## src/design/line_segment_intersection_macros.svh

```systemverilog
// ----------------------------------------------------------------------------
// line_segment_intersection_macros
// Assertion macros for the segment intersection RTL.
// ----------------------------------------------------------------------------
// Clock and reset names are those of the block: clock and reset.
`ifndef LINE_SEGMENT_INTERSECTION_MACROS_SVH
`define LINE_SEGMENT_INTERSECTION_MACROS_SVH

// Same-cycle implication, checked outside reset
`define LSI_ASSERT_IMP(lbl, ante, cons, msg) \
   lbl: assert property (@(posedge clock) disable iff (reset) (ante) |-> (cons)) \
      else $error(msg);

// Next-cycle implication, checked during reset too
`define LSI_ASSERT_NEXT(lbl, ante, cons, msg) \
   lbl: assert property (@(posedge clock) (ante) |=> (cons)) \
      else $error(msg);

`endif

```

## src/design/lsi_pkg.sv

```systemverilog
// ----------------------------------------------------------------------------
// lsi_pkg
// Shared types for the segment intersection pipeline.
// ----------------------------------------------------------------------------
package lsi_pkg;

   // Control flags that travel with each word through the divider stages
   typedef struct packed {
      logic valid;
      logic hit;
      logic neg;
   } lsi_flags_type;

endpackage

```

## src/design/lsi_divider.sv

```systemverilog
// ----------------------------------------------------------------------------
// lsi_divider
// Pipelined restoring divider, one quotient bit per register stage.
// ----------------------------------------------------------------------------
module lsi_divider
   import lsi_pkg::*;
#(
   parameter int MAG_BITS  = 34,
   parameter int QUOT_BITS = 24,
   parameter int SIDE_BITS = 16
) (
   input  logic                 clock,
   input  logic                 reset,
   input  logic                 enable,
   input  lsi_flags_type        in_flags,
   input  logic [SIDE_BITS-1:0] in_side,
   input  logic [MAG_BITS-1:0]  in_divisor,
   input  logic [MAG_BITS-1:0]  in_top,
   input  logic [QUOT_BITS-1:0] in_low,
   output lsi_flags_type        out_flags,
   output logic [SIDE_BITS-1:0] out_side,
   output logic [QUOT_BITS-1:0] out_quot,
   output logic                 out_rem_nz
);

   lsi_flags_type        flags_ff [QUOT_BITS];
   logic [SIDE_BITS-1:0] side_ff  [QUOT_BITS];
   logic [MAG_BITS-1:0]  div_ff   [QUOT_BITS];
   logic [MAG_BITS-1:0]  rem_ff   [QUOT_BITS];
   logic [QUOT_BITS-1:0] low_ff   [QUOT_BITS];
   logic [QUOT_BITS-1:0] quot_ff  [QUOT_BITS];

   for (genvar k = 0; k < QUOT_BITS; k++) begin : g_stage
      lsi_flags_type        prev_flags;
      logic [SIDE_BITS-1:0] prev_side;
      logic [MAG_BITS-1:0]  prev_div;
      logic [MAG_BITS-1:0]  prev_rem;
      logic [QUOT_BITS-1:0] prev_low;
      logic [QUOT_BITS-1:0] prev_quot;
      logic [MAG_BITS:0]    trial;
      logic                 take;
      logic [MAG_BITS-1:0]  rem_in;

      // pick up the previous stage, or the inputs at the head
      if (k == 0) begin : g_head
         assign prev_flags = in_flags;
         assign prev_side  = in_side;
         assign prev_div   = in_divisor;
         assign prev_rem   = in_top;
         assign prev_low   = in_low;
         assign prev_quot  = '0;
      end else begin : g_body
         assign prev_flags = flags_ff[k-1];
         assign prev_side  = side_ff[k-1];
         assign prev_div   = div_ff[k-1];
         assign prev_rem   = rem_ff[k-1];
         assign prev_low   = low_ff[k-1];
         assign prev_quot  = quot_ff[k-1];
      end

      // bring down one dividend bit and subtract where it fits
      assign trial  = {prev_rem, prev_low[QUOT_BITS-1]};
      assign take   = (trial >= {1'b0, prev_div});
      assign rem_in = take ? MAG_BITS'(trial - {1'b0, prev_div}) : MAG_BITS'(trial);

      // advance the stage when the pipeline moves
      always_ff @(posedge clock) begin
         if (reset) begin
            flags_ff[k] <= '0;
         end else if (enable) begin
            flags_ff[k] <= prev_flags;
            side_ff[k]  <= prev_side;
            div_ff[k]   <= prev_div;
            rem_ff[k]   <= rem_in;
            low_ff[k]   <= prev_low << 1;
            quot_ff[k]  <= (prev_quot << 1) | QUOT_BITS'(take);
         end
      end
   end

   assign out_flags  = flags_ff[QUOT_BITS-1];
   assign out_side   = side_ff[QUOT_BITS-1];
   assign out_quot   = quot_ff[QUOT_BITS-1];
   assign out_rem_nz = (rem_ff[QUOT_BITS-1] != '0);

endmodule

```

## config.mk

```make
export PLATFORM = sky130hd
export DESIGN_NAME = lsi_divider
export DESIGN_NICKNAME = d
export VERILOG_FILES = /design/src/design/line_segment_intersection_macros.svh /design/src/design/lsi_pkg.sv /design/src/design/lsi_divider.sv
export SDC_FILE = /design/constraint.sdc
export NUM_CORES = 2
export LEC_CHECK = 0
export BUFFER_PORTS_ARGS = -buffer_cell sky130_fd_sc_hd__buf_2
export CORE_MARGIN = 1.5
export CORE_UTILIZATION = 60
export CTS_BUF_LIST = sky130_fd_sc_hd__clkbuf_4 sky130_fd_sc_hd__clkbuf_8
export CTS_CLUSTER_SIZE = 10
export DETAILED_ROUTE_END_ITERATION = 8
export PLACE_DENSITY_LB_ADDON = 0.15
export SLEW_MARGIN = 20
export SYNTH_ARGS = -nofsm -noshare
export SYNTH_HDL_FRONTEND = slang
export SYNTH_SLANG_ARGS = --single-unit
```

## constraint.sdc

```tcl
create_clock -name clock -period 102.6 [get_ports clock]
set_input_delay 5.13 -clock clock [delete_from_list [all_inputs] [get_ports clock]]
set_output_delay 5.13 -clock clock [all_outputs]
set_load 0.1 [all_outputs]
```

### Word-level counts from Yosys, hierarchy flattened

Memories as Yosys holds them, arrays and structs flattened.
Index checks and enable logic that the tools add are counted.

* bits of input ports: 114
* output and inout port bits: 44
* logic and storage cells: 155
* memories kept: 6
* bits in writable memories: 3216
* bits in registers: 0

* magnitude comparators: 24
* bitwise gates (word level): 47
* add/subtract/negate cells: 24
* mux-type cells: 53
* reductions and logical operators: 1

Memories
* div_ff: depth 24, width 34, rd ports 23, clocked after Yosys merged registers in 0, write ports 24, RTL line lsi_divider.sv:28 `logic [MAG_BITS-1:0] div_ff [QUOT_BITS];`
* rem_ff: depth 24, width 34, rd ports 24, clocked after Yosys merged registers in 0, write ports 24, RTL line lsi_divider.sv:29 `logic [MAG_BITS-1:0] rem_ff [QUOT_BITS];`
* quot_ff: depth 24, width 24, rd ports 24, clocked after Yosys merged registers in 0, write ports 24, RTL line lsi_divider.sv:31 `logic [QUOT_BITS-1:0] quot_ff [QUOT_BITS];`
* low_ff: depth 24, width 23, rd ports 23, clocked after Yosys merged registers in 0, write ports 24, RTL line lsi_divider.sv:30 `logic [QUOT_BITS-1:0] low_ff [QUOT_BITS];`
* side_ff: depth 24, width 16, rd ports 24, clocked after Yosys merged registers in 0, write ports 24, RTL line lsi_divider.sv:27 `logic [SIDE_BITS-1:0] side_ff [QUOT_BITS];`
* flags_ff: depth 24, width 3, rd ports 24, clocked after Yosys merged registers in 0, write ports 24, RTL line lsi_divider.sv:26 `lsi_flags_type flags_ff [QUOT_BITS];`

Operators with widths (number)
* greater-or-equal comparator 35 x 34 -> 1 bit: 24
* two-way mux 34 bit: 24
* subtractor 34 bit: 24
* bitwise OR 24 x 1 -> 24 bit: 23
* two-way mux 3 bit: 24
* nonzero test 34 bit: 1
* bitwise OR 1 bit: 24
* two-way mux 1 bit: 5

### Logic depth before layout (Yosys ltp)

* depth in word-level cells: 4
* gate-level depth with buffers: 15
* gate-level depth less buffers: 14

### Least setup slack after synthesis

Ideal clock, no wire load.

* kind: in2reg
* start: input port enable
* end: memory flags_ff[1][14] (netlist name) (data pin)
* data arrival time: 78.352 ns
* stages: 4
* required time: 102.127 ns
* slack: 23.774 ns
* cells stage by stage: nor2b_1 clkbuf_1 clkbuf_1 and2_1

RTL lines
* start: declaration: RTL line lsi_divider.sv:14 `input logic enable,`
* end: declaration: RTL line lsi_divider.sv:26

==> reports/metrics.yaml <==
vias: 85100
crit_cells: 8
grt_pass1_vias: 82900
row_count: 172
die-area_um2: 224000
grt_pass1_wl_mm: 455
power-per-cell-area_nw_per_um2: 18.5
critPathRequiredTime_ns: 103.25
final-max-slew-violation-count: 0
relSlewSlack_pct: 24.0
crit_arrival_ns: 10.93
synth_edf_count: 2630
post_cts_buffers: 0
setup_viol: 0
layout_common_cells: "edfxtp_1 (2630), inv_1 (1042), a21oi_1 (863), ha_1 (816), nand2_1 (762)"
final_core_utilization_pct: 66.0
initialDrtViolationCount: 7082
synth_cell_types: 93
netlist_area_um2: 133000
grt_usage_pct: 25.8
cp_num_buf_inv: 7
crit_chain: "buf_2, nor2b_4, buf_12, buf_4, buf_4, buf_4, buf_4, buf_4"
fin_worst_skew_ns: 0.107
setup_ws_ns: 92.32
ys_warn_count: 0
cp_max_fo: 224
clk_latency_ns: 1.11
initial_core_util_pct: 60.4
yosys_most_used_dff: "edfxtp_1"
core_um2: 220000
port_buffers: 157
grt_max_degree: 225
synth_area_leader_cell: "edfxtp_1"
slowest_stage: "buf_4"
p_leak_nw: 57.2
htree_levels: 5
status: "finished clean"
worst_pin_slew_ns: 1.14
ir_drop_mv: 0.0174
cts.sinks: 2630
hold_ws_ns: 0.355
async_flop_share_pct: 0
syn_inst: 10900
ioPinCount: 158
grt_overflow: 0
final_common_cell: "edfxtp_1"
hold_buffers: 0
wl_mm: 294
synth_seq_area_share_pct: 59.4
critPathMaxStageDelay_ns: 0.96
finalHoldViolCount: 0
cts_tree: "yes"
die_h_um: 474
synth_area_leaders: "edfxtp_1 (59%), ha_1 (7.7%), a21oi_1 (3.3%), inv_1 (2.9%), o21ai_0 (2.6%)"
crit_type: "in -> reg"
tns_ns: 0
crit_path_frequent_cell: "buf_4"
crit_path_end_kind: "flip-flop"
post-dp-hpwl_mm: 215
critPathLaunchType: "input pin"
ys_ff_latch: 2630
synth_top_cell_area_share_pct: 59.4
critPathTopFamily: "buffers and inverters"
gp_congestion: 0.917
drt_pre_antenna_iters: 8
final.period_utilization_pct: 10.0
drv_cap: 0
reg2reg_depth: 11
ant_nets: 0
antenna_found_initial: 6
whs_path_depth: 0
route.detailed.drc: 0
hp-class: "reg -> reg"
cts_buffer_depth: 4
synth_fp_nets: 11900
via_per_inst: 5.84
rsz0062_at_grt: "false"
fin_nets: 12200
post_cts_resized: 0
drive_gt1_share_pct: 11.0
layout_min_cycle_time_ns: 10.28
wl_per_cell_um: 20.1
syn_area_per_cell_um2: 12.2
pre_cts_ws_ns: 91.38
die_w_um: 474
clockRootBuffer: "clkbuf_8"
path_clk_slew_ns: 0.06
fmax_ghz: 0.0973
syn2layout_area_growth_pct: 9.28
cts_buffers: 433
-- cell families after synthesis --
group,synth area share [%]
xor gates and xnor gates,4.47
muxes,2.82
AOI/OAI and AO/OA,13.0
DFF,59.4
buffers and inverters,3.80
and+or+nand+nor,8.41
adders and majority gates,8.05
-- final timing paths --
| path | from | to | slack, ns |
|---|---|---|---|
| worst max register to register | rem_ff[2][9] | rem_ff[2][45] | 97.62 |
| worst max-delay path | reset | div_ff[1][183] | 92.32 |
| worst min register to register | side_ff[1][25] | side_ff[1][41] | 0.35 |
| worst min-delay path | side_ff[1][25] | side_ff[1][41] | 0.35 |
-- report_power, final --
part	internal, mW	switching [mW]	total (mW)
sequential	1.28	0.0399	1.32
clock	0.475	0.405	0.879
combinational	0.199	0.290	0.488
-- routing by layer --
metal	vias to the layer above	share of wire (%)	GRT usage, %
li1	41100	-	-
met1	41100	44	35.2
met2	2436	49	43.2
met3	556	5.1	3.62
met4	0	2.6	7.62
met5	-	0	0
-- registers in the layout, indices dropped and copies added, names as in the netlist --
signal    flops
div_ff      782
flags_ff     72
side_ff     384
low_ff      276
quot_ff     300
rem_ff      816
-- Yosys cell counts (all sizes together) (232+ instances only) --
cell type / instances
o21ai: 698
ha: 816
edfxtp: 2630
nand2: 762
a21oi: 869
a21o: 431
xnor2: 391
mux2: 306
xor2: 287
clkbuf: 232
nor2: 557
inv: 1043
-- final cells by class --
cell class              instances  area, um2
clock inverters               194       1280
fillers                     16500      74700
well taps                    2958       3700
flip-flops and latches       2630      79000
diodes                          5       12.5
clock buffers                 565       6960
inverters                    1043       3920
repair buffers                220       1300
multi-input cells            6960      49100
-- metrics by stage --
step / instance area, um2 / power [mW] / cells
finish: 145000 / 2.68 / 14600
floorplan: 133000 / 1.84 / 10900
detailed placement: 137000 / 1.82 / 13800
global route: 145000 / 2.81 / 14600
CTS: 145000 / 2.71 / 14600
global placement: 137000 / 1.81 / 13800
-- worst reg2reg max path, cell delays in order (launching register included) --
cell	delay, ns
edfxtp_1	0.41
ha_1	0.41
nand3_1	0.12
nor2_1	0.44
o311ai_0	0.46
a21oi_1	0.37
nor3_1	0.14
o31ai_1	0.58
a31oi_1	0.36
o21ai_4	0.50
buf_4	0.49
mux2_2	0.42
Power figures use the tool's default switching activity.
